$ cat src/sv/clcd_pkg.sv
// ----------------------------------------------------------------------------
// clcd_pkg
// Shared types, constants and helpers for the 4-bit character LCD interface.
// ----------------------------------------------------------------------------
`default_nettype none

package clcd_pkg;

    localparam int POWERUP_TICKS_DEF = 50;
    localparam int QUEUE_DEPTH_DEF   = 2;

    localparam logic [2:0] REQ_TICK   = 3'd0;
    localparam logic [2:0] REQ_CMD    = 3'd1;
    localparam logic [2:0] REQ_DATA   = 3'd2;
    localparam logic [2:0] REQ_CURSOR = 3'd3;
    localparam logic [2:0] REQ_INIT   = 3'd4;

    localparam logic [7:0] CMD_FUNC_SET  = 8'h28;
    localparam logic [7:0] CMD_DISP_ON   = 8'h0C;
    localparam logic [7:0] CMD_ENTRY     = 8'h06;
    localparam logic [7:0] CMD_CLEAR     = 8'h01;
    localparam logic [6:0] ROW1_BASE     = 7'h40;
    localparam logic [3:0] NIB_WAKE      = 4'h3;
    localparam logic [3:0] NIB_4BIT      = 4'h2;

    localparam logic [3:0] STEP_BYTE     = 4'd0;
    localparam logic [3:0] STEP_NIB_LAST = 4'd4;
    localparam logic [3:0] STEP_CMD_FST  = 4'd5;
    localparam logic [3:0] STEP_CMD_LST  = 4'd8;

    typedef enum logic [1:0] {
        K_TICK = 2'd0,
        K_BYTE = 2'd1,
        K_INIT = 2'd2,
        K_NOP  = 2'd3
    } kind_t;

    // classified request
    typedef struct packed {
        kind_t      kind;
        logic [7:0] byte_val;
        logic       rs;
    } cmd_t;

    typedef enum logic [7:0] {
        PH_IDLE    = 8'b0000_0001,
        PH_POWERUP = 8'b0000_0010,
        PH_NIB_HI  = 8'b0000_0100,
        PH_NIB_LO  = 8'b0000_1000,
        PH_UP_HI   = 8'b0001_0000,
        PH_UP_LO   = 8'b0010_0000,
        PH_DN_HI   = 8'b0100_0000,
        PH_DN_LO   = 8'b1000_0000
    } phase_t;

    function automatic logic [7:0] init_cmd(input logic [1:0] idx);
        logic [7:0] c;
        case (idx)
            2'd0:    c = CMD_FUNC_SET;
            2'd1:    c = CMD_DISP_ON;
            2'd2:    c = CMD_ENTRY;
            default: c = CMD_CLEAR;
        endcase
        return c;
    endfunction

    // low-phase length after each wake-up nibble
    function automatic logic [5:0] nib_after(input logic [1:0] idx);
        logic [5:0] w;
        case (idx)
            2'd0:    w = 6'd6;
            2'd1:    w = 6'd6;
            default: w = 6'd2;
        endcase
        return w;
    endfunction

endpackage

`default_nettype wire

$ cat src/sv/clcd_front.sv
// ----------------------------------------------------------------------------
// clcd_front
// Request decode: classifies each item and builds the byte to send.
// ----------------------------------------------------------------------------
`default_nettype none

module clcd_front import clcd_pkg::*; (
    input  wire logic [2:0] req_type,
    input  wire logic [7:0] byte_value,
    input  wire logic       row,
    input  wire logic [5:0] col,
    output cmd_t            cmd
);

    logic [6:0] addr;

    always_comb
    begin
        addr = row ? (ROW1_BASE + {1'b0, col}) : {1'b0, col};
        cmd  = '{kind: K_NOP, byte_val: byte_value, rs: 1'b0};
        case (req_type)
            REQ_TICK:   cmd.kind = K_TICK;
            REQ_CMD:    cmd.kind = K_BYTE;
            REQ_DATA:
            begin
                cmd.kind = K_BYTE;
                cmd.rs   = 1'b1;
            end
            REQ_CURSOR:
            begin
                cmd.kind     = K_BYTE;
                cmd.byte_val = {1'b1, addr};
            end
            REQ_INIT:   cmd.kind = K_INIT;
            default:    cmd.kind = K_NOP;
        endcase
    end

endmodule

`default_nettype wire

$ cat src/sv/clcd_fifo.sv
// ----------------------------------------------------------------------------
// clcd_fifo
// Short queue of classified requests between decode and sequencer.
// ----------------------------------------------------------------------------
`default_nettype none

module clcd_fifo import clcd_pkg::*; #(
    parameter int DEPTH = QUEUE_DEPTH_DEF
) (
    input  wire logic clk,
    input  wire logic rst_n,
    input  wire logic wr_valid,
    output logic      wr_ready,
    input  wire cmd_t wr_data,
    output logic      rd_valid,
    input  wire logic rd_ready,
    output cmd_t      rd_data
);

    localparam int PW = (DEPTH > 1) ? $clog2(DEPTH) : 1;
    localparam int CW = $clog2(DEPTH + 1);
    localparam logic [PW-1:0] LAST = PW'(DEPTH - 1);
    localparam logic [CW-1:0] FULL = CW'(DEPTH);

    cmd_t          mem_reg [DEPTH];
    logic [PW-1:0] wptr_reg, wptr_next;
    logic [PW-1:0] rptr_reg, rptr_next;
    logic [CW-1:0] cnt_reg, cnt_next;
    logic          push, pop;

    assign wr_ready = (cnt_reg != FULL);
    assign rd_valid = (cnt_reg != '0);
    assign rd_data  = mem_reg[rptr_reg];
    assign push     = wr_valid && wr_ready;
    assign pop      = rd_valid && rd_ready;

    always_comb
    begin
        wptr_next = push ? ((wptr_reg == LAST) ? '0 : wptr_reg + 1'b1) : wptr_reg;
        rptr_next = pop  ? ((rptr_reg == LAST) ? '0 : rptr_reg + 1'b1) : rptr_reg;
        cnt_next  = cnt_reg + CW'(push) - CW'(pop);
    end

    always_ff @(posedge clk or negedge rst_n)
    begin
        if (!rst_n)
        begin
            wptr_reg <= '0;
            rptr_reg <= '0;
            cnt_reg  <= '0;
        end
        else
        begin
            wptr_reg <= wptr_next;
            rptr_reg <= rptr_next;
            cnt_reg  <= cnt_next;
        end
    end

    always_ff @(posedge clk)
    begin
        if (push)
            mem_reg[wptr_reg] <= wr_data;
    end

endmodule

`default_nettype wire

$ cat src/sv/clcd_seq.sv
// ----------------------------------------------------------------------------
// clcd_seq
// Pin sequencer: one request/tick per cycle unless out stalls; registers pins.
// ----------------------------------------------------------------------------
`default_nettype none

module clcd_seq import clcd_pkg::*; #(
    parameter int POWERUP_TICKS = POWERUP_TICKS_DEF
) (
    input  wire logic       clk,
    input  wire logic       rst_n,
    input  wire logic       cmd_valid,
    output logic            cmd_ready,
    input  wire cmd_t       cmd,
    output logic            out_valid,
    input  wire logic       out_ready,
    output logic            rs_pin,
    output logic            enable_pin,
    output logic [3:0]      data_pins,
    output logic            busy_res,
    output logic            rejected
);

    localparam logic [5:0] PU_RAW  = 6'(POWERUP_TICKS % 64);
    localparam logic [5:0] PU_WAIT = (PU_RAW == 6'd0) ? 6'd1 : PU_RAW;

    phase_t     phase_reg, phase_next;
    logic [5:0] wait_reg, wait_next;
    logic [7:0] held_reg, held_next;
    logic [3:0] step_reg, step_next;
    logic       rs_reg, rs_next;
    logic       en_reg, en_next;
    logic [3:0] data_reg, data_next;
    logic       oval_reg, oval_next;
    logic       rej_reg, rej_next;
    logic       busy_reg;
    logic       take;
    logic       busy;
    logic [3:0] step_inc;
    logic [3:0] step_dec;

    assign cmd_ready  = !oval_reg || out_ready;
    assign take       = cmd_valid && cmd_ready;
    assign busy       = (phase_reg != PH_IDLE);
    assign out_valid  = oval_reg;
    assign rs_pin     = rs_reg;
    assign enable_pin = en_reg;
    assign data_pins  = data_reg;
    assign busy_res   = busy_reg;
    assign rejected   = rej_reg;

    always_comb
    begin
        phase_next = phase_reg;
        wait_next  = wait_reg;
        held_next  = held_reg;
        step_next  = step_reg;
        rs_next    = rs_reg;
        en_next    = en_reg;
        data_next  = data_reg;
        rej_next   = 1'b0;
        step_inc   = step_reg + 4'd1;
        step_dec   = step_reg - 4'd1;
        oval_next  = take ? 1'b1 : (out_ready ? 1'b0 : oval_reg);

        if (take)
        begin
            case (cmd.kind)
                K_TICK:
                begin
                    if (busy && (wait_reg <= 6'd1))
                    begin
                        case (phase_reg)
                            PH_POWERUP:
                            begin
                                step_next  = 4'd1;
                                data_next  = NIB_WAKE;
                                phase_next = PH_NIB_HI;
                                en_next    = 1'b1;
                                wait_next  = 6'd1;
                            end
                            PH_NIB_HI:
                            begin
                                phase_next = PH_NIB_LO;
                                en_next    = 1'b0;
                                wait_next  = nib_after(step_dec[1:0]);
                            end
                            PH_NIB_LO:
                            begin
                                if ((step_inc >= 4'd1) && (step_inc <= STEP_NIB_LAST))
                                begin
                                    step_next  = step_inc;
                                    data_next  = (step_inc == STEP_NIB_LAST) ?
                                                 NIB_4BIT : NIB_WAKE;
                                    phase_next = PH_NIB_HI;
                                end
                                else
                                begin
                                    step_next  = STEP_CMD_FST;
                                    held_next  = CMD_FUNC_SET;
                                    rs_next    = 1'b0;
                                    data_next  = CMD_FUNC_SET[7:4];
                                    phase_next = PH_UP_HI;
                                end
                                en_next   = 1'b1;
                                wait_next = 6'd1;
                            end
                            PH_UP_HI:
                            begin
                                phase_next = PH_UP_LO;
                                en_next    = 1'b0;
                                wait_next  = 6'd1;
                            end
                            PH_UP_LO:
                            begin
                                data_next  = held_reg[3:0];
                                phase_next = PH_DN_HI;
                                en_next    = 1'b1;
                                wait_next  = 6'd1;
                            end
                            PH_DN_HI:
                            begin
                                phase_next = PH_DN_LO;
                                en_next    = 1'b0;
                                wait_next  = (step_reg == STEP_CMD_LST) ? 6'd6 : 6'd4;
                            end
                            PH_DN_LO:
                            begin
                                if ((step_reg >= STEP_CMD_FST) && (step_reg < STEP_CMD_LST))
                                begin
                                    step_next  = step_inc;
                                    held_next  = init_cmd(step_inc[1:0] - 2'd1);
                                    rs_next    = 1'b0;
                                    data_next  = held_next[7:4];
                                    phase_next = PH_UP_HI;
                                    en_next    = 1'b1;
                                    wait_next  = 6'd1;
                                end
                                else
                                begin
                                    step_next  = STEP_BYTE;
                                    phase_next = PH_IDLE;
                                    wait_next  = 6'd0;
                                    en_next    = 1'b0;
                                end
                            end
                            default:
                            begin
                                step_next  = STEP_BYTE;
                                phase_next = PH_IDLE;
                                wait_next  = 6'd0;
                                en_next    = 1'b0;
                            end
                        endcase
                    end
                    else if (busy)
                        wait_next = wait_reg - 6'd1;
                end
                K_BYTE:
                begin
                    if (busy)
                        rej_next = 1'b1;
                    else
                    begin
                        step_next  = STEP_BYTE;
                        held_next  = cmd.byte_val;
                        rs_next    = cmd.rs;
                        data_next  = cmd.byte_val[7:4];
                        phase_next = PH_UP_HI;
                        en_next    = 1'b1;
                        wait_next  = 6'd1;
                    end
                end
                K_INIT:
                begin
                    if (busy)
                        rej_next = 1'b1;
                    else
                    begin
                        step_next  = STEP_BYTE;
                        phase_next = PH_POWERUP;
                        wait_next  = PU_WAIT;
                    end
                end
                default:
                begin
                    rej_next = 1'b0;
                end
            endcase
        end
    end

    always_ff @(posedge clk or negedge rst_n)
    begin
        if (!rst_n)
        begin
            phase_reg <= PH_IDLE;
            wait_reg  <= '0;
            held_reg  <= '0;
            step_reg  <= '0;
            rs_reg    <= 1'b0;
            en_reg    <= 1'b0;
            data_reg  <= '0;
            oval_reg  <= 1'b0;
            rej_reg   <= 1'b0;
            busy_reg  <= 1'b0;
        end
        else
        begin
            phase_reg <= phase_next;
            wait_reg  <= wait_next;
            held_reg  <= held_next;
            step_reg  <= step_next;
            rs_reg    <= rs_next;
            en_reg    <= en_next;
            data_reg  <= data_next;
            oval_reg  <= oval_next;
            if (take)
            begin
                rej_reg  <= rej_next;
                busy_reg <= (phase_next != PH_IDLE);
            end
        end
    end

endmodule

`default_nettype wire

$ cat src/sv/char_lcd_4bit_interface.sv
// ----------------------------------------------------------------------------
// char_lcd_4bit_interface
// Character LCD driver on a 4-bit bus (RS, E, D4..D7), timed by tick requests.
//
//   channel | signals                                  | dir
//   --------+------------------------------------------+-----
//   in      | in_valid/in_ready, req_type, byte_value, | in
//           | row, col                                 |
//   out     | out_valid/out_ready, rs_pin, enable_pin, | out
//           | data_pins, busy_res, rejected            |
//
// One request per cycle sustained while out_ready is high; a request leaves
// the queue and its result is registered at the edge after acceptance.
// The sequencer retires one queued request per cycle whenever the output
// register is free or being taken; the queue holds QUEUE_DEPTH requests.
// Reset clears the queue, the sequencer (idle, pins low) and the output.
// ----------------------------------------------------------------------------
`default_nettype none

module char_lcd_4bit_interface import clcd_pkg::*; #(
    parameter int POWERUP_TICKS = POWERUP_TICKS_DEF,
    parameter int QUEUE_DEPTH   = QUEUE_DEPTH_DEF
) (
    input  wire logic       clk,
    input  wire logic       rst_n,
    input  wire logic       in_valid,
    output logic            in_ready,
    input  wire logic [2:0] req_type,
    input  wire logic [7:0] byte_value,
    input  wire logic       row,
    input  wire logic [5:0] col,
    output logic            out_valid,
    input  wire logic       out_ready,
    output logic            rs_pin,
    output logic            enable_pin,
    output logic [3:0]      data_pins,
    output logic            busy_res,
    output logic            rejected
);

    cmd_t dec_cmd;
    cmd_t q_cmd;
    logic q_valid;
    logic q_ready;

    clcd_front u_front (
        .req_type   (req_type),
        .byte_value (byte_value),
        .row        (row),
        .col        (col),
        .cmd        (dec_cmd)
    );

    clcd_fifo #(
        .DEPTH (QUEUE_DEPTH)
    ) u_fifo (
        .clk      (clk),
        .rst_n    (rst_n),
        .wr_valid (in_valid),
        .wr_ready (in_ready),
        .wr_data  (dec_cmd),
        .rd_valid (q_valid),
        .rd_ready (q_ready),
        .rd_data  (q_cmd)
    );

    clcd_seq #(
        .POWERUP_TICKS (POWERUP_TICKS)
    ) u_seq (
        .clk        (clk),
        .rst_n      (rst_n),
        .cmd_valid  (q_valid),
        .cmd_ready  (q_ready),
        .cmd        (q_cmd),
        .out_valid  (out_valid),
        .out_ready  (out_ready),
        .rs_pin     (rs_pin),
        .enable_pin (enable_pin),
        .data_pins  (data_pins),
        .busy_res   (busy_res),
        .rejected   (rejected)
    );

endmodule

`default_nettype wire

$ cat config.mk
export PLATFORM = sky130hd
export DESIGN_NAME = char_lcd_4bit_interface
export DESIGN_NICKNAME = d
export VERILOG_FILES = /design/src/sv/clcd_pkg.sv /design/src/sv/clcd_front.sv /design/src/sv/clcd_fifo.sv /design/src/sv/clcd_seq.sv /design/src/sv/char_lcd_4bit_interface.sv
export SDC_FILE = /design/constraint.sdc
export NUM_CORES = 1
export LEC_CHECK = 0
export BUFFER_PORTS_ARGS = -buffer_cell sky130_fd_sc_hd__buf_2
export CORE_ASPECT_RATIO = 2
export CORE_MARGIN = 4
export CORE_UTILIZATION = 60
export CTS_CLUSTER_DIAMETER = 120
export DETAILED_ROUTE_END_ITERATION = 8
export PLACE_DENSITY = 0.81
export SETUP_SLACK_MARGIN = 0.5
export SLEW_MARGIN = 10
export SYNTH_ARGS = -nofsm -noshare
export SYNTH_HDL_FRONTEND = slang
export SYNTH_SLANG_ARGS = --single-unit
export TNS_END_PERCENT = 30
$ cat constraint.sdc
create_clock -name clk -period 4.3 [get_ports clk]
set_input_delay 0.215 -clock clk [delete_from_list [all_inputs] [get_ports clk]]
set_output_delay 0.215 -clock clk [all_outputs]
set_load 0.05 [all_outputs]
== Word-level counts from Yosys, hierarchy flattened ==
Memory sizes are Yosys's and may differ from the RTL's.
Index checks and enable logic that the tools add are counted.
Operators by class
  add/subtract/negate cells: 9
  magnitude comparators: 5
  eq/ne operators: 31
  mux-type cells: 60
  reductions and logical operators: 27
Operator list (count)
  8-bit case mux with 7 select lines: 1
  4-bit 2-to-1 mux: 12
  8-bit 2-to-1 mux: 5
  6-bit case mux with 3 select lines: 2
  4-bit case mux with 2 select lines: 4
  4-bit case mux with 4 select lines: 2
  6-bit 2-to-1 mux: 4
  6-bit case mux with 4 select lines: 1
  8-bit case mux with 3 select lines: 1
  1-bit 2-to-1 mux: 18
  8-bit by 1-bit inequality test with 1-bit output (second input constant): 2
  5-bit 2-to-1 mux: 2
  2-bit inequality test (second input constant): 5
  5-bit AND reduction: 2
  8-bit by 2-bit == test with 1-bit output (second input constant): 1
  8-bit by 3-bit == test with 1-bit output (second input constant): 1
  8-bit by 4-bit == test with 1-bit output (second input constant): 1
  8-bit by 5-bit == test with 1-bit output (second input constant): 1
  8-bit by 6-bit == test with 1-bit output (second input constant): 1
  8-bit by 7-bit == test with 1-bit output (second input constant): 1
  8-bit == test (second input constant): 1
  1-bit case mux with 2 select lines: 4
  2-bit nonzero test: 4
  4-bit OR reduction: 2
  other kinds (39): 54
Storage, ports and cells
  register bits: 35
  RAM bits: 22
  input port bits: 22
  output and inout port bits: 10
  logic and storage cells: 146
  memories: 1
Memories
  u_fifo.mem_reg: depth 2, bits a word 11, rd ports 1, clocked after memory_dff 0, write ports 1, RTL line clcd_fifo.sv:25  | cmd_t mem_reg [DEPTH];

== Depth between registers and ports, before layout ==
Gate-level depths: netlist of run 1.
  depth after elaboration: 9
  gate-level depth with buffers: 10
  gate-level depth less buffers: 8

== By module ==
A second synthesis of run 1 with hierarchy kept.
Second synthesis, totals
  cell total of the unflattened synthesis: 350
  area total of the unflattened synthesis: 3439.5 µm²
Modules (own cells, without submodules)
  clcd_seq: times used 1, cells each 282, area each 2307.2 µm², sequential area each 777.0 µm²
  clcd_fifo: times used 1, cells each 56, area each 1008.5 µm², sequential area each 760.7 µm²
  clcd_front: times used 1, cells each 12, area each 123.9 µm², sequential area each 0.0 µm²

== Worst setup path after synthesis of run 1 ==
No wires, ideal clock.
  path type: register to register
  from: register u_fifo.rptr_reg
  to: register u_seq.data_reg[0], in the netlist u_seq.data_pins[0]
  setup time: 0.125 ns
  arrival time: 2.823 ns
  data required time: 4.175 ns
  slack: 1.352 ns
  stages on the path, launching flop included: 9
  buffers on the path: 1
  period minus slack after synthesis: 2.948 ns
  cell sequence: dfrtp_1 > buf_1 > mux2i_1 > ha_1 > clkinv_1 > or3_1 > a21o_1 > o21ba_2 > mux2_2
Between the ends
  word-level cells in the longest chain between the ends: 4
  elaborated cells between the ends (all ways): 11
  classes of those cells: eq/ne: 5; mux: 2; reduce/logical: 3; memory: 1
RTL lines
  start, declared: RTL line clcd_fifo.sv:27  | logic [PW-1:0] rptr_reg, rptr_next;
  start signal, assigned: RTL line clcd_fifo.sv:55  | rptr_reg <= rptr_next;
  memory 2 x 11 bit *
  2-bit logical NOT / 2-bit by 1-bit == test with 1-bit output (equally long branches): RTL line clcd_seq.sv:68  | case (cmd.kind)
  5-bit inequality test (no line), or another cell as far along
  6-bit AND reduction (no line)
  end signal, assigned: RTL line clcd_seq.sv:216  | data_reg <= data_next;
  end, declared: RTL line clcd_seq.sv:33  | logic [3:0] data_reg, data_next;
Mark *: on every way between the ends. The rest lies on a longest branch, timed or not. The select of a mux whose other input is x is not followed.
A chain may end at the register's enable or synchronous reset.

== Worst setup path after layout of run 1 ==
Same ends and word-level chain as after synthesis.

==> results of run 1 <==
## power by group through the flow
stage	clock, mW	sequential, mW	combinational, mW
2_1_floorplan	0	0.924	0.925
3_3_place_gp	0	0.869	1.22
3_5_place_dp	0	0.878	1.25
4_1_cts	0.495	0.869	1.26
5_1_grt	0.523	0.887	1.39
6_report	0.488	0.870	1.27
## worst reg2reg max path, stage by stage (launching register included)
cell and delay [ns]:
dfrtp_1 0.69, mux2i_1 0.37, ha_1 0.38, clkinv_1 0.29, or3_1 0.41, a21o_1 0.23, o21ba_2 0.34, mux2_2 0.35
## through the flow
step	area, sq um	util [%]
final	3740	69.1
after global routing	3740	69.1
after CTS	3740	69.1
after detailed placement	3540	65.4
after global placement	3540	65.4
after floorplan	3370	-
## cell usage after synthesis (3+ instances only)
cell type / count
a21o_1: 5
a21oi_1: 12
a22oi_1: 3
a2bb2oi_1: 3
and3_1: 3
clkbuf_1: 6
dfrtp_1: 34
edfxtp_1: 22
ha_1: 14
inv_1: 17
mux2_2: 20
mux2i_1: 8
nand2_1: 28
nand2b_1: 7
nand3_1: 8
nor2_1: 24
nor2b_1: 7
nor3_1: 6
nor3_2: 3
nor4_1: 3
o21ai_0: 23
o2bb2ai_1: 3
o31ai_1: 3
or2_2: 4
or3_1: 4
xnor2_1: 8
## cells by family after synthesis
kind of cell | Yosys count
adders and majority gates | 14
buffers and inverters | 29
DFF | 57
AOI/OAI and AO/OA | 77
xor gates and xnor gates | 8
muxes | 28
and+or+nand+nor | 112
## worst min-delay path by stage
stage / from / end / depth (start not counted)
6_report: req_type[2] / u_fifo.mem_reg[0][10] / 1
2_1_floorplan: rst_n / u_fifo.cnt_reg[0] / 0
3_5_place_dp: rst_n / u_seq.phase_reg[2] / 1
3_3_place_gp: rst_n / u_seq.phase_reg[4] / 1
4_1_cts: req_type[2] / u_fifo.mem_reg[0][10] / 1
5_1_grt: req_type[2] / u_fifo.mem_reg[1][10] / 1
## repair_timing
action | 4_1_cts | 5_1_grt
hold buffers | 1 | 0
endpoints found under the hold margin | 34 | 0
resized for setup | 0 | 0
setup endpoints to repair | 0 | 0
## layout make-up
type / count / area share [%]
sequential: 57 / 41.1
clock inverter: 3 / 1.07
clock buffer: 13 / 3.98
tap: 60 / 2.01
timing repair buffer: 32 / 4.41
inverter: 18 / 1.80
multi-input combinational: 239 / 45.7
## per-layer routing
metal | routed length, um | part of all wire [%]
met1 | 2660 | 34
met2 | 4310 | 56
met4 | 428 | 5.5
met3 | 331 | 4.3
met5 | 0 | 0
==> run summary, run 1 <==
status - finished clean
total grt overflow - 0
Die Wd - 61.0 um
Post-Synth XOR/XNOR Area - 2.08%
multi-input logic area - 0.00171 sq mm
Net Sw Power - 1.16 mW
Non-Filler Instances - 422
P_int - 1.47 mW
CP endpoint - u_seq.data_pins[0]
Avg WL per Cell - 18.3 um
initial drt markers - 156
met1 GRT Util - 26.4%
Post-Syn Instances - 325
TritonCTS Sinks - 57
Buf+Inv Stages, Crit Path - 1
Worst slew margin - 36.8%
first drt pass iteration count - 5
critical path's top delay family - multiplexers
clock power share - 18.6%
Post-DRT Antenna Nets - 0
syn nets - 361
met2 Usage GRT - 44.4%
max incr delay on CP - 0.69 ns
most area-consuming cells after synthesis - dfrtp_1 25%, edfxtp_1 20%, mux2_2 6.7%
placed insts - 405
Synth Warn # - 0
R2R Setup Slk - 1.12 ns
Synth area leader - dfrtp_1
CP Depth - 7
vias in the first global route - 2779
Setup Viol. Count Final - 0
H-tree lvl count - 3
fin crit share - 73.8%
GRT busiest layer - met2
Layout Skew - 0.0114 ns
sequential share of power - 33.1%
Clk pin slew, worst setup/hold paths - 0.06 ns
Final Power - 2.62 mW
LEAKAGE - 1.60 nW
Compound-Gate Fraction of Synth Area - 16.5%
Gate power share - 48.3%
most common cell after layout, fill and taps aside - dfrtp_1
share of cells above drive strength 1 - 23.2%
CTS buffer count - 9
Synth Cell Area - 0.00337 sq mm
Layout area overhead - 11.2%
worst min path class - in -> reg
initial antenna violation count - 0
# DRC - 0
FMAX - 315 MHz
crit path kind - reg -> reg
num ports - 32
synth unique cells - 64
worst hold slack - 0.0965 ns
Fill cells - 446
EDFF count, synth - 22
setup TNS - 0 ns
GR Layer Usage met3 - 4.53%
DP Worst Slack - 1.14 ns
register area - 0.00154 sq mm
NumNets Final - 393
cell row count - 38
ys flop type - dfrtp_1
vias - 2651
CP max stage cell - dfrtp_1
reg2reg path depth - 7
asr flop ratio synth - 61.4%
All-Layer GR Usage - 25.5%
Yosys top cell area share - 25.3%
Final Hold Fails - 0
Clock Latency Late Sink - 0.35 ns
chip height - 114 um
max_cap viols - 0
Final Max Slew Viols - 0
DP Wirelength - 5830 um
max FFs per register - 22
Simple-Gate Fraction of Synth Area - 17.9%
crit path max fanout - 12
crit-path cells - mux2i_1 > ha_1 > clkinv_1 > or3_1 > a21o_1 > o21ba_2 > mux2_2
die area - 0.00694 sq mm
peak supply drop - 543 uV
Worst R2R Start - u_fifo.rptr_reg
crit path DAT - 3.40 ns
worst endpoint required time - 4.52 ns
Routed WL - 7730 um
Worst-Margin Slew - 0.944 ns
post-synthesis sequential area ratio - 45.7%
Worst Setup SP - u_fifo.rptr_reg
register bit total from synthesis - 57
Critical Path Sink Type - flip-flop
CTS tree - built
FF-to-FF End - u_seq.data_pins[0]
routability-driven placement congestion ratio - 0.960
fin crit period - 3.18 ns
Avg Cell Area, Syn - 10.4 sq um
Post-Synth Adder-Cell Area - 5.20%
final worst-path setup slack - 1.12 ns
mux cell area share after synthesis - 9.07%
unrepaired setup endpoints after global routing - false
most frequent cells in the layout - 34 x dfrtp_1, 31 x buf_2, 28 x nand2_1
Clock Path Buffers - 2
number of antenna diodes - 0
largest net degree at the start of global routing - 36
largest family of logic cells by synthesized area - simple AND/OR/NAND/NOR gates
first-pass GRT wire length - 12900 um
number of buffers added on ports - 31
pwr dens - 701 mW/mm^2
Post-CTS Repair Setup Buffers - 0
Sw Ratio - 44.1%
Root Driver - clkbuf_8
Via density - 6.28
Core Area - 0.00542 sq mm
Initial Util - 62.1%
Worst Setup Start Kind - flip-flop
No activity file was read; power rests on OpenSTA's default activity.
==> run 2, diff against run 1 <==
--- a/config.mk
+++ b/config.mk
@@ -5,13 +5,14 @@
 export SDC_FILE = /design/constraint.sdc
 export NUM_CORES = 1
 export LEC_CHECK = 0
+export ABC_AREA = 1
 export BUFFER_PORTS_ARGS = -buffer_cell sky130_fd_sc_hd__buf_2
 export CORE_ASPECT_RATIO = 2
 export CORE_MARGIN = 4
 export CORE_UTILIZATION = 60
 export CTS_CLUSTER_DIAMETER = 120
 export DETAILED_ROUTE_END_ITERATION = 8
-export PLACE_DENSITY = 0.81
+export PLACE_DENSITY = 0.8
 export SETUP_SLACK_MARGIN = 0.5
 export SLEW_MARGIN = 10
 export SYNTH_ARGS = -nofsm -noshare
==> constraint.sdc (replaced) <==
create_clock -name clk -period 3.25 [get_ports clk]
set_input_delay 0.1625 -clock clk [delete_from_list [all_inputs] [get_ports clk]]
set_output_delay 0.1625 -clock clk [all_outputs]
set_load 0.05 [all_outputs]
==> run 2 against run 1 <==
  * Global-route usage is 0.32 points higher
  * Synthesized cell count grew 28%
  * Sequential share of layout area fell by 1.9 points
  * Clock power is 30% higher
  * Combinational power grew 76%
  * First-iteration DRC count rose by 10%
  * Total power increased by 54%
  * Die area is 2.4% higher
  * Sequential cell count unchanged
  * Fmax increased by 25%
  * Routed wire length increased by 4.6%
==> run summary, run 2 <==
status - finished clean
fin crit share - 78.4% (+4.6 points)
Layout Skew - 0.00616 ns (-0.00528 ns)
Worst slew margin - 35.8% (-1.1 points)
Final Power - 4.04 mW (+54%)
pwr dens - 1030 mW/mm^2 (+47%)
CTS tree - built
number of buffers added on ports - 31 (unchanged)
max incr delay on CP - 0.47 ns (-0.22 ns)
# DRC - 0 (unchanged)
count leader, synth - nand2_1
asr flop ratio synth - 61.4% (unchanged)
max_cap viols - 0 (unchanged)
Synth area leader - dfrtp_1
ys flop type - dfrtp_1
die area - 0.00711 sq mm (+2.4%)
critical path's top delay family - simple AND/OR/NAND/NOR gates
Avg Cell Area, Syn - 8.32 sq um (-20%)
H-tree lvl count - 3 (unchanged)
post-synthesis sequential area ratio - 44.5% (-1.2 points)
worst min path class - in -> reg
num ports - 32 (unchanged)
Routed WL - 8080 um (+4.6%)
Final Hold Fails - 0 (unchanged)
Buf+Inv Stages, Crit Path - 4 (+3)
chip height - 115 um (+1.2%)
cell row count - 38 (unchanged)
synth unique cells - 44 (-31%)
Critical Path Sink Type - flip-flop
setup TNS - 0 ns (unchanged)
DP Wirelength - 6070 um (+4.0%)
crit path max fanout - 12 (unchanged)
Worst Setup Start Kind - flip-flop
total grt overflow - 0 (unchanged)
Post-Syn Instances - 415 (+28%)
Via density - 5.67 (-9.8%)
Most common cell on crit path - nor2_1
Clock Latency Late Sink - 0.34 ns (about the same)
number of antenna diodes - 0 (unchanged)
vias in the first global route - 3041 (+9.4%)
vias - 2976 (+12%)
most frequent cells in the layout - 102 x nand2_1, 46 x nor2_1, 40 x inv_1
worst endpoint required time - 3.48 ns (-1.04 ns)
crit-path cells - inv_1 > or2_2 > o21ai_0 > inv_1 > ha_2 > buf_4 > nor2_1 > inv_1 > nor2_2 > nand2_1 > nand2_1 > nand2_1 > nor2_1 > nand3_1 > nor2_1 > nor2_1
Avg WL per Cell - 15.4 um (-16%)
CTS buffer count - 9 (unchanged)
FMAX - 392 MHz (+25%)
register bit total from synthesis - 57 (unchanged)
syn nets - 451 (+25%)
placed insts - 502 (+24%)
Root Driver - clkbuf_8
share of cells above drive strength 1 - 24.3% (+1.1 points)
crit path kind - reg -> reg
Initial Util - 62.6% (+0.54 points)
NumNets Final - 496 (+26%)
Synth Cell Area - 0.00345 sq mm (+2.6%)
most area-consuming cells after synthesis - dfrtp_1 25%, edfxtp_1 19%, nand2_1 11%
largest net degree at the start of global routing - 36 (unchanged)
Fill cells - 444 (-0.45%)
unrepaired setup endpoints after global routing - false
EDFF count, synth - 22 (unchanged)
Clk pin slew, worst setup/hold paths - 0.06 ns (about the same)
first-pass GRT wire length - 13600 um (+5.1%)
Non-Filler Instances - 525 (+24%)
initial drt markers - 172 (+10%)
Clock Path Buffers - 2 (unchanged)
Setup Viol. Count Final - 0 (unchanged)
CP max stage cell - dfrtp_2
Core Area - 0.00552 sq mm (+1.8%)
most common cell after layout, fill and taps aside - nand2_1
peak supply drop - 749 uV (+38%)
Layout area overhead - 13.6%
Final Max Slew Viols - 0 (unchanged)
crit path DAT - 2.78 ns (-0.62 ns)
max FFs per register - 22 (unchanged)
first drt pass iteration count - 6 (+1)
worst hold slack - 0.0368 ns (-0.0597 ns)
LEAKAGE - 1.89 nW (+18%)
Post-DRT Antenna Nets - 0 (unchanged)
routability-driven placement congestion ratio - 0.935 (-2.6%)
fin crit period - 2.55 ns (-0.626 ns)
initial antenna violation count - 0 (unchanged)
Post-synth top cells - 102 x nand2_1, 46 x nor2_1, 41 x inv_1
TritonCTS Sinks - 57 (unchanged)
Synth Warn # - 0 (unchanged)
Worst-Margin Slew - 0.960 ns (+0.0164 ns)
Die Wd - 61.7 um (+1.1%)
Yosys top cell area share - 24.6% (-0.65 points)
All-Layer GR Usage - 25.8% (+0.32 points)
run 2: cell families (layout without fill, tap and decap cells):
group           count (synthesis)  count (layout)  synth area share [%]
buf+inv                        64             114                  7.17
simple gates                  211             211                  29.3
xor+xnor                        6               6                  1.52
fa+ha+maj                      14              14                  5.07
mux                             7               7                  2.28
flops                          57              57                  44.5
compound gates                 56              56                  10.1
run 2: power breakdown:
group	switching, mW	internal (mW)	total [mW]
logic	1.53	0.712	2.24
clock network	0.269	0.366	0.635
registers	0.165	1.01	1.17
total	1.96	2.08	4.04
run 2: final timing paths:
kind | from | to | slack [ns] | cells after the start
worst max register to register | u_fifo.rptr_reg | u_seq.busy_res | 0.70 | 16
worst max-delay path | u_fifo.rptr_reg | u_seq.busy_res | 0.70 | 16
worst min-delay path | req_type[2] | u_fifo.mem_reg[1][10] | 0.04 | 1
worst min register to register | u_seq.rejected | u_seq.rejected | 0.50 | 2
max in group asynchronous | rst_n | u_fifo.rptr_reg | 2.24 | 2
min in group asynchronous | rst_n | u_seq.phase_reg[2] | 0.44 | 2
run 2: cell type report:
cell class                 count  area [sq um]  share of cell area, %
clock buffer                  11           141                   3.60
clock inverter                 5          46.3                   1.18
inverter                      58           224                   5.71
multi-input combinational    294          1670                   42.7
sequential                    57          1540                   39.2
tap                           60          75.1                   1.91
timing repair buffer          40           225                   5.74
run 2: through the flow:
step	setup slack (ns)	utilization, %	cell area, sq um
after floorplan	0.889	-	3450
after global placement	0.552	66.6	3670
after detailed placement	0.354	66.6	3670
after CTS	0.556	70.2	3870
after global routing	0.506	71.2	3930
final	0.701	71.2	3930
run 2: layer usage:
layer  GRT usage, %  part of all wire, %  vias up
li1               -                    -     1445
met1           26.0                   35     1399
met2           47.0                   57      107
met3           6.63                  5.1       25
met4           11.6                  2.9        0
met5              0                    0        -
run 2: repair_timing:
item                                    CTS  global route
hold buffers                              1             0
hold endpoints to repair                 34             0
endpoints found under the setup margin   10            10
setup buffers                             0             6
gates resized for setup                   2             2
pin swaps                                 0             2
==> run 3, diff against run 2 <==
==> constraint.sdc (replaced) <==
create_clock -name clk -period 2.6 [get_ports clk]
set_input_delay 0.13 -clock clk [delete_from_list [all_inputs] [get_ports clk]]
set_output_delay 0.13 -clock clk [all_outputs]
set_load 0.05 [all_outputs]
==> run 3 against run 2 <==
  * Core utilization is 4.7 points higher
  * Die area did not move
  * Critical path depth is 2 lower
  * Sequential share of layout area decreased by 2.4 points
  * Combinational power rose by 42%
  * Global-route usage is 2.7 points higher
  * Sequential power grew 25%
  * Sequential cell count stayed put
  * First-iteration DRC count decreased by 1.7%
  * Setup slack worse by 0.24 ns
  * Final area is 6.6% higher
  * Routed wire length increased by 12%
==> run summary, run 3 (synthesized netlist as in run 2, its figures left out) <==
Worst slew margin - 43.5% (+7.8 points)
DP Wirelength - 6400 um (+5.5%)
fin crit share - 82.2% (+3.8 points)
final worst-path setup slack - 0.463 ns (-0.238 ns)
Core Area - 0.00552 sq mm (unchanged)
initial drt markers - 169 (-1.7%)
total grt overflow - 0 (unchanged)
most common cell after layout, fill and taps aside - nand2_1
number of buffers added on ports - 31 (unchanged)
TritonCTS Sinks - 57 (unchanged)
LEAKAGE - 1.96 nW (+4.1%)
routability-driven placement congestion ratio - 0.962 (+2.8%)
unrepaired setup endpoints after global routing - true
Root Driver - clkbuf_8
setup TNS - 0 ns (unchanged)
Avg WL per Cell - 16.9 um (+10%)
first drt pass iteration count - 5 (-1)
crit path DAT - 2.39 ns (-0.39 ns)
CTS buffer count - 9 (unchanged)
most frequent cells in the layout - 95 x nand2_1, 45 x nor2_1, 34 x inv_1
Final Max Slew Viols - 0 (unchanged)
peak supply drop - 1170 uV (+56%)
Layout Skew - 0.0125 ns (+0.00630 ns)
pwr dens - 1360 mW/mm^2 (+32%)
# DRC - 0 (unchanged)
status - finished clean
Routed WL - 9040 um (+12%)
CTS tree - built
Worst-Margin Slew - 0.847 ns (-0.113 ns)
max FFs per register - 22 (unchanged)
Clock Path Buffers - 2 (unchanged)
initial antenna violation count - 0 (unchanged)
worst min path class - in -> reg
vias - 3057 (+2.7%)
share of cells above drive strength 1 - 30.4% (+6.1 points)
Final Hold Fails - 0 (unchanged)
Worst Setup Start Kind - flip-flop
Via density - 5.72 (+0.99%)
chip height - 115 um (unchanged)
crit path max fanout - 4 (-8)
die area - 0.00711 sq mm (unchanged)
Initial Util - 62.6% (unchanged)
DP Worst Slack - 0.130 ns (-0.224 ns)
All-Layer GR Usage - 28.6% (+2.7 points)
Setup Viol. Count Final - 0 (unchanged)
cell row count - 38 (unchanged)
fin crit period - 2.14 ns (-0.412 ns)
max_cap viols - 0 (unchanged)
number of antenna diodes - 0 (unchanged)
largest net degree at the start of global routing - 36 (unchanged)
H-tree lvl count - 3 (unchanged)
Post-DRT Antenna Nets - 0 (unchanged)
num ports - 32 (unchanged)
Clk pin slew, worst setup/hold paths - 0.07 ns (about the same)
Clock Latency Late Sink - 0.36 ns (+0.02 ns)
Critical Path Sink Type - flip-flop
Die Wd - 61.7 um (unchanged)
worst endpoint required time - 2.85 ns (-0.63 ns)
crit path kind - reg -> reg
vias in the first global route - 3168 (+4.2%)
first-pass GRT wire length - 14500 um (+7.0%)
NumNets Final - 505 (+1.8%)
FMAX - 468 MHz (+19%)
Layout area overhead - 21.1%
[run 3: worst max-delay path, cell delays in order, from the launching register on]
cell	delay [ns]
dfrtp_2	0.43
buf_4	0.17
o21ai_4	0.20
inv_2	0.10
ha_4	0.18
nor2_4	0.12
inv_4	0.07
nor2_4	0.14
inv_2	0.07
nand2_2	0.08
nand3_2	0.08
nor2_1	0.09
nand3_1	0.10
nor2_1	0.16
nor2_1	0.06
[run 3: stage by stage]
step | utilization [%] | instances | instance area, sq um | hold WS (ns) | power [mW]
after floorplan | - | 415 | 3520 | -0.166 | 3.66
after global placement | 67.8 | 504 | 3740 | 0.266 | 4.22
after detailed placement | 67.8 | 504 | 3740 | 0.284 | 4.29
after CTS | 73.9 | 527 | 4080 | 0.00526 | 5.46
after global routing | 75.8 | 534 | 4180 | 0.0276 | 6.08
final | 75.8 | 534 | 4180 | 0.0187 | 5.69
[run 3: where the power goes]
part | switching (mW) | internal (mW) | total, mW
clock network | 0.378 | 0.656 | 1.03
logic | 2.12 | 1.07 | 3.19
registers | 0.204 | 1.26 | 1.46
[run 3: routing by layer]
layer  up-vias  GRT usage, %  wire length, um
li1       1462             -                -
met1      1436          28.6             3080
met2       121          50.5             5120
met3        38          6.74              439
met4         0          16.6              402
met5         -             0                0
[run 3: area by class of cell]
type,instances,area (sq um)
clock buffers,10,138
clock inverters,6,105
fillers,406,1330
inverters,58,239
multi-input cells,294,1790
flip-flops and latches,57,1540
well taps,60,75.1
repair buffers,49,295
[run 3: final timing paths]
| check | startpoint | to | slack [ns] | depth (start not counted) |
|---|---|---|---|---|
| setup / recovery | u_fifo.rptr_reg | u_seq.busy_res | 0.46 | 14 |
| hold reg to reg | u_seq.data_pins[3] | u_seq.data_pins[3] | 0.49 | 2 |
| hold / removal | out_ready | u_seq.out_valid | 0.02 | 4 |
| min in group asynchronous | rst_n | u_seq.phase_reg[2] | 0.41 | 2 |
| setup reg to reg | u_fifo.rptr_reg | u_seq.busy_res | 0.46 | 14 |
| max in group asynchronous | rst_n | u_fifo.rptr_reg | 1.60 | 2 |
[run 3: timing repair]
| item | CTS | global route |
|---|---|---|
| pin swaps | 4 | 13 |
| endpoints found under the setup margin | 23 | 21 |
| gates cloned | 0 | 0 |
| setup buffers | 5 | 7 |
| hold buffers | 2 | 0 |
| hold endpoints to repair | 36 | 0 |
| gates resized for setup | 10 | 17 |
